## config.mk

```make
export PLATFORM = sky130hd
export DESIGN_NAME = quadrature_detent_decoder
export DESIGN_NICKNAME = d
export VERILOG_FILES = /design/src/rtl/core/qdd_pkg.sv /design/src/rtl/core/qdd_cfg.sv /design/src/rtl/core/qdd_step.sv /design/src/rtl/core/quadrature_detent_decoder.sv
export SDC_FILE = /design/constraint.sdc
export NUM_CORES = 1
export LEC_CHECK = 0
export BUFFER_PORTS_ARGS = -buffer_cell sky130_fd_sc_hd__buf_2
export CORE_UTILIZATION = 56
export CTS_CLUSTER_SIZE = 20
export DETAILED_ROUTE_END_ITERATION = 7
export PLACE_DENSITY = 0.86
export SYNTH_ARGS = -nofsm -noshare
export SYNTH_HDL_FRONTEND = slang
export SYNTH_SLANG_ARGS = --single-unit
```

## constraint.sdc

```tcl
create_clock -name clk -period 6.1 [get_ports clk]
set_input_delay 0.915 -clock clk [delete_from_list [all_inputs] [get_ports clk]]
set_output_delay 0.915 -clock clk [all_outputs]
set_load 0.02 [all_outputs]
```

## src/rtl/core/qdd_pkg.sv

```systemverilog
package qdd_pkg;

	localparam int DetentWidth = 7;
	localparam int CountWidth  = 8;

	localparam logic [1:0] OP_TICK  = 2'd0;
	localparam logic [1:0] OP_TAKE  = 2'd1;
	localparam logic [1:0] OP_CLEAR = 2'd2;

	localparam logic [1:0] CLICK_NONE  = 2'd0;
	localparam logic [1:0] CLICK_RIGHT = 2'd1;
	localparam logic [1:0] CLICK_LEFT  = 2'd2;

	localparam logic signed [CountWidth-1:0] COUNT_MAX = 8'sd127;
	localparam logic signed [CountWidth-1:0] COUNT_MIN = -8'sd127;

	localparam logic [DetentWidth-1:0] DETENT_RESET = 7'd4;

	localparam logic [1:0] REG_STEPS_PER_DETENT = 2'd0;

	// input beat, lowest bit first: operation, pin_a, pin_b
	typedef struct packed {
		logic [3:0] pad;
		logic       pin_b;
		logic       pin_a;
		logic [1:0] operation;
	} in_beat_t;

	// result beat, lowest bit first: notify, click, step_count
	typedef struct packed {
		logic [4:0]                   pad;
		logic signed [CountWidth-1:0] step_count;
		logic [1:0]                   click;
		logic                         notify;
	} res_beat_t;

	typedef struct packed {
		logic                         last_a;
		logic                         last_b;
		logic signed [CountWidth-1:0] steps;
	} qdd_state_t;

	function automatic logic signed [CountWidth-1:0] sat_up(
		input logic signed [CountWidth-1:0] v
	);
		sat_up = (v < COUNT_MAX) ? v + 8'sd1 : v;
	endfunction

	function automatic logic signed [CountWidth-1:0] sat_down(
		input logic signed [CountWidth-1:0] v
	);
		sat_down = (v > COUNT_MIN) ? v - 8'sd1 : v;
	endfunction

endpackage

```

## src/rtl/core/qdd_cfg.sv

```systemverilog
module qdd_cfg (
	input  logic                               clk,
	input  logic                               arst_n,
	input  logic                               psel,
	input  logic                               penable,
	input  logic                               pwrite,
	input  logic [1:0]                         paddr,
	input  logic [31:0]                        pwdata,
	output logic [31:0]                        prdata,
	output logic                               pready,
	output logic [qdd_pkg::DetentWidth-1:0]    detent
);
	import qdd_pkg::*;

	logic [DetentWidth-1:0] spd_q;
	logic                   wr_en;

	// one register, every byte address of the word maps onto it
	assign wr_en  = psel && penable && pwrite && ((paddr >> 2) == REG_STEPS_PER_DETENT);
	assign pready = 1'b1;
	assign prdata = {{(32-DetentWidth){1'b0}}, spd_q};

	always_ff @(posedge clk or negedge arst_n) begin
		if (!arst_n) begin
			spd_q <= DETENT_RESET;
		end else if (wr_en) begin
			spd_q <= pwdata[DetentWidth-1:0];
		end
	end

	// zero detent counts as one
	assign detent = (spd_q == '0) ? DetentWidth'(1) : spd_q;

endmodule

```

## src/rtl/core/qdd_step.sv

```systemverilog
module qdd_step (
	input  qdd_pkg::in_beat_t                  beat,
	input  qdd_pkg::qdd_state_t                cur,
	input  logic [qdd_pkg::DetentWidth-1:0]    detent,
	output qdd_pkg::qdd_state_t                nxt,
	output qdd_pkg::res_beat_t                 res
);
	import qdd_pkg::*;

	logic                          a_new;
	logic                          b_new;
	logic                          a_chg;
	logic                          b_chg;
	logic signed [CountWidth-1:0]  cnt_a;
	logic signed [CountWidth-1:0]  cnt_ab;
	logic signed [CountWidth:0]    det_s;
	logic signed [CountWidth:0]    cnt_ext;
	logic signed [CountWidth:0]    tick_ext;
	logic                          take_right;
	logic                          take_left;

	assign a_new = ~beat.pin_a;
	assign b_new = ~beat.pin_b;
	assign a_chg = a_new != cur.last_a;
	assign b_chg = b_new != cur.last_b;

	// channel a first, then channel b against the updated a
	always_comb begin
		cnt_a = cur.steps;
		if (a_chg) begin
			cnt_a = (a_new == cur.last_b) ? sat_up(cur.steps) : sat_down(cur.steps);
		end
		cnt_ab = cnt_a;
		if (b_chg) begin
			cnt_ab = (a_new == b_new) ? sat_down(cnt_a) : sat_up(cnt_a);
		end
	end

	assign det_s      = $signed({{(CountWidth+1-DetentWidth){1'b0}}, detent});
	assign cnt_ext    = {cur.steps[CountWidth-1], cur.steps};
	assign tick_ext   = {cnt_ab[CountWidth-1], cnt_ab};
	assign take_right = cnt_ext >= det_s;
	assign take_left  = cnt_ext <= -det_s;

	always_comb begin
		nxt            = cur;
		res            = '0;
		res.step_count = cur.steps;
		case (beat.operation)
			OP_TICK: begin
				nxt.last_a     = a_new;
				nxt.last_b     = b_new;
				nxt.steps      = cnt_ab;
				res.step_count = cnt_ab;
				res.notify     = (a_chg || b_chg) && ((tick_ext >= det_s) || (tick_ext <= -det_s));
			end
			OP_TAKE: begin
				if (take_right) begin
					nxt.steps = CountWidth'(cnt_ext - det_s);
					res.click = CLICK_RIGHT;
				end else if (take_left) begin
					nxt.steps = CountWidth'(cnt_ext + det_s);
					res.click = CLICK_LEFT;
				end
				res.step_count = nxt.steps;
			end
			OP_CLEAR: begin
				nxt.steps      = '0;
				res.step_count = '0;
			end
			default: begin
				nxt = cur;
			end
		endcase
	end

endmodule

```

## src/rtl/core/quadrature_detent_decoder.sv

```systemverilog
// Quadrature detent decoder: each input beat either samples the active-low A/B pins of a rotary
// encoder, takes one pending click (right or left, moving the count back by one detent) or
// clears the count; every input beat yields exactly one result beat with notify, click and the
// saturated step count. Beats are taken at one per cycle while the result side does not stall;
// an input register holds the accepted beat, the step logic updates the count and pin state as
// the beat moves on into the result register, and the result register holds the answer while
// the downstream side stalls. steps_per_detent (address 0) should only be written while no
// beat is in flight.
module quadrature_detent_decoder (
	input  logic        clk,
	input  logic        arst_n,
	input  logic        s_tvalid,
	output logic        s_tready,
	input  logic [7:0]  s_tdata,   // operation[1:0], pin_a[2], pin_b[3], zero pad
	output logic        m_tvalid,
	input  logic        m_tready,
	output logic [15:0] m_tdata,   // notify[0], click[2:1], step_count[10:3], zero pad
	input  logic        psel,
	input  logic        penable,
	input  logic        pwrite,
	input  logic [1:0]  paddr,
	input  logic [31:0] pwdata,
	output logic [31:0] prdata,
	output logic        pready
);
	import qdd_pkg::*;

	in_beat_t               in_s1;
	logic                   in_valid_s1;
	res_beat_t              res_s2;
	logic                   res_valid_s2;
	qdd_state_t             state_q;
	qdd_state_t             state_nxt;
	res_beat_t              res_nxt;
	logic [DetentWidth-1:0] detent;
	logic                   adv;
	logic                   load;

	qdd_cfg u_cfg (
		.clk     (clk),
		.arst_n  (arst_n),
		.psel    (psel),
		.penable (penable),
		.pwrite  (pwrite),
		.paddr   (paddr),
		.pwdata  (pwdata),
		.prdata  (prdata),
		.pready  (pready),
		.detent  (detent)
	);

	qdd_step u_step (
		.beat   (in_s1),
		.cur    (state_q),
		.detent (detent),
		.nxt    (state_nxt),
		.res    (res_nxt)
	);

	assign adv      = in_valid_s1 && (!res_valid_s2 || m_tready);
	assign s_tready = !in_valid_s1 || adv;
	assign load     = s_tvalid && s_tready;
	assign m_tvalid = res_valid_s2;
	assign m_tdata  = res_s2;

	always_ff @(posedge clk or negedge arst_n) begin
		if (!arst_n) begin
			in_valid_s1  <= 1'b0;
			res_valid_s2 <= 1'b0;
			state_q      <= '0;
		end else begin
			if (load) begin
				in_valid_s1 <= 1'b1;
			end else if (adv) begin
				in_valid_s1 <= 1'b0;
			end
			if (adv) begin
				res_valid_s2 <= 1'b1;
				state_q      <= state_nxt;
			end else if (m_tready) begin
				res_valid_s2 <= 1'b0;
			end
		end
	end

	always_ff @(posedge clk) begin
		if (load) begin
			in_s1 <= s_tdata;
		end
		if (adv) begin
			res_s2 <= res_nxt;
		end
	end

	// count never leaves the saturation range
	a_count_range: assert property (@(posedge clk) disable iff (!arst_n)
		res_valid_s2 |-> res_s2.step_count != -8'sd128)
		else $error("step count out of range");

	// a beat is never both a click and a notification
	a_click_notify: assert property (@(posedge clk) disable iff (!arst_n)
		res_valid_s2 && res_s2.click != CLICK_NONE |-> !res_s2.notify)
		else $error("click and notify together");

	// freshly loaded result carries the count just stored
	a_count_match: assert property (@(posedge clk) disable iff (!arst_n)
		adv |=> res_s2.step_count == state_q.steps)
		else $error("result count differs from stored count");

	// an advancing beat always shows up on the result side next cycle
	a_adv_valid: assert property (@(posedge clk) disable iff (!arst_n)
		adv |=> res_valid_s2)
		else $error("advanced beat lost");

endmodule

```

* Word level (Yosys, flattened, before mapping)
Cells that the tools add are included.
Storage, ports and cells: register bits 34, bits in latches 0, RAM bits 0, memory bits (read-only) 0, bits of input ports 49, output and inout port bits 51, logic and storage cells 72, memories kept 0
Operators by class: $add $sub $neg 7, $mul 0, divide/modulo/power cells 0, magnitude comparators 8, equal/unequal tests 6, shifts and indexed selects 0, mux-type cells 18, bitwise operators 3, reduce and logical (&&, ||, !) cells 17
Operator list (number):
- 8-bit two-way mux | 10
- 8-bit case mux with 3 select lines | 1
- 8-bit by 9-bit less-or-equal comparator with 1-bit output | 2
- 8-bit by 2-bit adder with 8-bit output (second input constant) | 2
- 8-bit greater-or-equal comparator | 2
- 8-bit greater-than comparator (second input constant) | 2
- 8-bit < comparator (second input constant) | 2
- 8-bit by 2-bit subtractor with 8-bit output (second input constant) | 2
- 7-bit negation with 9-bit output | 1
- 8-bit adder | 1
- 8-bit subtractor | 1
- 7-bit logical NOT | 1
- 7-bit two-way mux | 1
- 1-bit logical AND | 5
- 1-bit two-way mux | 5
- 1-bit logical OR | 4
- 2-bit nonzero test | 2
- 1-bit inverter | 3
- 1-bit == test | 2
- 2-bit by 1-bit == test with 1-bit output (second input constant) | 1
- 2-bit == test (second input constant) | 1
- 1-bit logical NOT | 2
- 2-bit logical NOT | 1
- 2-bit two-way mux | 1
- other kinds (3) | 4

* Logic depth before layout (Yosys ltp)
depth after elaboration 11, mapped depth 25

* Hierarchy
From an unflattened synthesis, not the netlist that was laid out.
Second synthesis, totals: cell total of the unflattened synthesis 501, area, all modules 4509.3 um^2
By module, submodules not included:
- qdd_step | instances 1, cells each 395, area an instance 2763.9 um^2
- quadrature_detent_decoder | instances 1, cells each 54, area an instance 1229.9 um^2
- qdd_cfg | instances 1, cells each 52, area an instance 515.5 um^2

* Least setup slack after synthesis
Ideal clock, no wire load.
path type reg2reg, from register state_q[1] (netlist name), to register res_s2, in the netlist m_tdata[0] (data pin), arrival time 4.729 ns, path slack 1.204 ns, cell stages (with the launch flop) 26, path buffers 1, period minus slack after synthesis 4.896 ns, cells stage by stage dfrtp_1 > buf_2 > inv_1 > ha_1 > or2_2 > a32oi_1 > or3_1 > and2_1 > inv_2 > ha_1 > nor2_1 > nor2_1 > a311oi_1 > a21oi_1 > o211ai_1 > inv_1 > ha_1 > nor2b_1 > o21a_1 > o21a_1 > o21a_1 > o21a_1 > o211ai_1 > a21oi_1 > o32a_1 > a211oi_1
On the way: word-level cells in the longest chain between the ends 11
RTL lines:
- start, declared | RTL line quadrature_detent_decoder.sv:32 | qdd_state_t state_q;
- start signal, assigned | RTL line quadrature_detent_decoder.sv:79 | state_q <= state_nxt;
- 8-bit by 2-bit subtractor with 8-bit output (tied with other cells) | RTL line qdd_pkg.sv:52 | sat_down = (v > COUNT_MIN) ? v - 8'sd1 : v;
- 8-bit two-way mux, on equally long branches | RTL line qdd_pkg.sv:52, qdd_pkg.sv:46
- 8-bit two-way mux | RTL line qdd_step.sv:31 | cnt_a = (a_new == cur.last_b) ? sat_up(cur.steps) : sat_down(cur.steps);
- 8-bit two-way mux * | RTL line qdd_step.sv:30 | if (a_chg) begin
- 8-bit by 2-bit adder with 8-bit output (tied with other cells) | RTL line qdd_pkg.sv:46 | sat_up = (v < COUNT_MAX) ? v + 8'sd1 : v;
- 8-bit two-way mux, on equally long branches | RTL line qdd_pkg.sv:46, qdd_pkg.sv:52
- 8-bit two-way mux | RTL line qdd_step.sv:35 | cnt_ab = (a_new == b_new) ? sat_down(cnt_a) : sat_up(cnt_a);
- 8-bit two-way mux * | RTL line qdd_step.sv:34 | if (b_chg) begin
- 8-bit by 9-bit less-or-equal comparator with 1-bit output or 8-bit greater-or-equal comparator (tied branches) | RTL line qdd_step.sv:55 | res.notify = (a_chg || b_chg) && ((tick_ext >= det_s) || (tick_ext <= -det_s));
- 1-bit logical OR * | RTL line qdd_step.sv:55
- 1-bit logical AND * | RTL line qdd_step.sv:55
- end signal, assigned | RTL line quadrature_detent_decoder.sv:91 | res_s2 <= res_nxt;
- end, declared | RTL line quadrature_detent_decoder.sv:30 | res_beat_t res_s2;
Mark *: on every way between the ends. The rest lies on a longest branch, timed or not. A chain may end at the register's enable or synchronous reset.

* Worst setup path in the final report
from register state_q[4] (netlist name), to register res_s2, in the netlist m_tdata[0] (data pin)
The elaborated chain is that of the path after synthesis.

==> results.md <==
- Seq/Total Area, Yosys: 22.1%
- # rows: 31
- Die height: 88.5 um
- Die width: 88.5 um
- Detailed-route DRC error count: 0
- Outcome: finished, final reports clean
- I/O pin cnt: 100
- Final-stage net count: 626
- RSZ-0062 raised after global routing: no
- Crit. End Element: flip-flop
- Largest net degree at the start of global routing: 20
- Main synth FF type: dfrtp_1
- Worst slew pin tran: 0.863 ns
- Overflow after GRT: 0
- Max transition margin: 42.2%
- Skew-Pair Late Insertion Delay: 0.30 ns
- Die Area: 7830 sq um
- Ant. Diodes: 0
- Clock Skew: 0.0116 ns
- Max FO, Critical Path: 13
- Drt first pass iters: 8
- Critical path class: reg2reg
- Post-synth EDFFs: 15
- Final setup vio count: 0
- Setup TNS: 0 ns
- Fin. Hold Viols: 0
- Antenna violations before repair: 0
- Hold Crit Class: reg2reg
- Max VDD drop: 245 uV
- Max-Cap Viols: 0
- HPWL Detailed: 8720 um
- # hold bufs at CTS: 0
- Clock transition at path regs: 0.08 ns
- First-pass GRT wire length: 17900 um
- Synth-to-layout area growth: 6.99%
- WL/cell: 18.1 um
- Critical path arrival: 5.76 ns
- Final slew viol count: 0
- Post-DR vias/cell: 6.45
- Initial Util: 57.8%
- H-tree Lvls: 2
- RePlAce Congestion: 0.976
- CP cell instances: nor4b_4 > a32oi_1 > buf_4 > o21ai_0 > and2_1 > inv_2 > ha_1 > nor2_1 > nor2_1 > a311oi_1 > a21oi_1 > o211ai_1 > inv_1 > ha_1 > nor2b_1 > o21a_1 > o21a_1 > o21a_1 > o21a_1 > o211ai_1 > a21oi_1 > o32a_1 > a211oi_1
- Netlist cell types: 76
- Number of setup buffers added after CTS: 0
- Number of global-route vias before repair: 3653
- Routed via count: 4065
- Starting DRC count in detailed routing: 466
- Global-route usage over all layers: 30.1%
- Num CTS Buffers: 5
- Max clock buf depth: 2
- Synth Cell Area: 4190 sq um
- Antenna Nets Post-Route: 0
- Slowest stage delay, CP: 0.65 ns
- Fill count: 619
- Fraction of layout cells with a size suffix above 1: 15.4%
- Root Buffer: clkbuf_8
- Delay-heaviest family, CP: compound AO/OA/AOI/OAI gates
- CP Buf/Inv Count: 3
- WP data required: 6.19 ns
- Port bufs: 37
- Cell leakage power: 0.00203 uW
- Fin crit share: 92.9%
- P per Cell Area: 545 nW/um^2
- #FFs+latches synth: 34
- Clk sinks: 34
- Synth warn: 0
- Core area: 7250 sq um
- Slowest CP cell: dfrtp_1
- Critical path's most frequent cell: o21a_1
- Max Clk Rate: 177 MHz
- Drt total wl: 11400 um
- Min Hold Slack: 0.503 ns
- Async SR Flop Fraction: 55.9%
- Cells after Synth: 500
- TritonCTS clock tree: yes
- Final period demand of the worst path: 5.67 ns
- Resize count post-CTS: 0
- Startpoint Class: flip-flop
- Avg Inst Size Synth: 8.38 sq um
[power breakdown]
part	switching [uW]	total, uW	leakage, uW	internal, uW
clock network	99.9	264	0.0000683	164
registers	97.5	405	0.000375	307
logic	1070	1780	0.00159	702
[worst register-to-register path: stages (launching register included)]
cell      delay [ns]
dfrtp_1         0.65
nor4b_4         0.47
a32oi_1         0.22
buf_4           0.18
o21ai_0         0.19
and2_1          0.27
inv_2           0.10
ha_1            0.28
nor2_1          0.15
nor2_1          0.11
a311oi_1        0.49
a21oi_1         0.08
o211ai_1        0.28
inv_1           0.11
ha_1            0.31
nor2b_1         0.13
o21a_1          0.16
o21a_1          0.17
o21a_1          0.17
o21a_1          0.16
o211ai_1        0.18
a21oi_1         0.10
o32a_1          0.23
a211oi_1        0.28
[layout by cell type, fill, tap and decap left out, drive strengths merged, types with 5 or more instances in the layout]
| cell | synthesis | layout |
|---|---|---|
| nand2 | 24 | 24 |
| o31ai | 5 | 5 |
| ha | 45 | 45 |
| nor3 | 13 | 13 |
| nand4 | 8 | 8 |
| xor2 | 6 | 6 |
| nand3 | 21 | 21 |
| or3 | 5 | 5 |
| inv | 30 | 30 |
| clkbuf | 13 | 5 |
| a21o | 9 | 9 |
| conb | 2 | 33 |
| or2 | 7 | 7 |
| nor2 | 35 | 35 |
| o21a | 8 | 8 |
| mux2 | 7 | 7 |
| xnor2 | 14 | 14 |
| dfrtp | 18 | 18 |
| o21ai | 23 | 23 |
| buf | 41 | 46 |
| a221oi | 5 | 5 |
| and2 | 7 | 7 |
| nand2b | 9 | 9 |
| o211ai | 8 | 8 |
| a21oi | 24 | 24 |
| edfxtp | 15 | 15 |
| a31oi | 9 | 9 |
[final cells by class]
type                       count  area, sq um  area share, %
tap                           99          124           2.76
sequential                    34          927           20.7
clock inverter                 3         68.8           1.53
inverter                      31          116           2.59
multi-input combinational    412         2930           65.3
clock buffer                   5         68.8           1.53
timing repair buffer          46          253           5.64
[flip-flops by register name, indices dropped and copies added (netlist names)]
name	flops
in_s1	4
in_valid_s1	1
u_cfg.spd_q	7
state_q	10
m_tvalid	1
m_tdata	11
[worst paths after layout]
check	start	endpoint	slack [ns]	cells after the start
max reg2reg	state_q[4]$_DFFE_PN0P_	m_tdata[0]$_SDFFCE_PN0P_	0.43	23
min in group asynchronous	arst_n	state_q[9]$_DFFE_PN0P_	0.56	1
max	state_q[4]$_DFFE_PN0P_	m_tdata[0]$_SDFFCE_PN0P_	0.43	23
min	in_valid_s1$_DFFE_PN0P_	m_tvalid$_DFFE_PN0P_	0.50	1
min reg2reg	in_valid_s1$_DFFE_PN0P_	m_tvalid$_DFFE_PN0P_	0.50	1
max in group asynchronous	arst_n	u_cfg.spd_q[2]$_DFFE_PN1P_	5.16	1
[cell usage after synthesis (all sizes together), types with 3 or more instances]
cell type,instances,area [sq um]
a221oi,5,43.8
and2,7,43.8
o21ai,23,115
xnor2,14,130
nand4,8,50.1
a21o,9,67.6
buf,41,289
and4,4,35.0
a311oi,4,35.0
a211oi,4,30.0
o21a,8,60.1
xor2,6,52.6
clkbuf,13,48.8
nand2b,9,56.3
or2,7,43.8
nand3,21,115
nand2,24,90.1
mux2i,3,30.0
or3,5,31.3
a21oi,24,120
edfxtp,15,450
dfrtp,18,450
inv,30,113
nor2b,4,25.0
o211ai,8,60.1
a311o,3,30.0
a31oi,9,56.3
or4,3,22.5
o31ai,5,37.5
a31o,4,35.0
nor2,35,131
o21bai,3,22.5
a211o,3,26.3
mux2,7,78.8
o2111a,3,33.8
nor4,4,25.0
ha,45,563
and3,4,25.0
a32oi,3,26.3
a22oi,3,22.5
nor3,13,76.3
[routing by layer]
layer | global-route usage, % | part of all wire, % | up-vias
met5 | 0 | 0 | -
met4 | 11.3 | 3.0 | 0
met3 | 6.34 | 9.8 | 40
met2 | 48.7 | 46 | 247
met1 | 39.7 | 41 | 1907
li1 | - | - | 1871
[kinds of logic (layout without fill, tap and decap cells)]
logic type | after synthesis | count (layout) | synth area share, %
simple gates | 157 | 157 | 20.7
xor+xnor | 20 | 20 | 4.36
compound gates | 145 | 145 | 24.8
mux | 10 | 10 | 2.60
flops | 34 | 34 | 22.1
other cells | 2 | 33 | 0.179
buf+inv | 85 | 85 | 10.8
fa+ha+maj | 47 | 47 | 14.4
[stage by stage]
stage	cells	utilization, %	setup slack (ns)	instance area, sq um	total power (uW)
floorplan	531	-	1.20	4310	1700
global placement	622	59.9	0.766	4350	2050
detailed placement	622	59.9	0.591	4350	2110
CTS	630	61.8	0.547	4480	2380
global route	630	61.8	0.0814	4480	2610
finish	630	61.8	0.435	4480	2440
(Power assumes the default switching activity.)
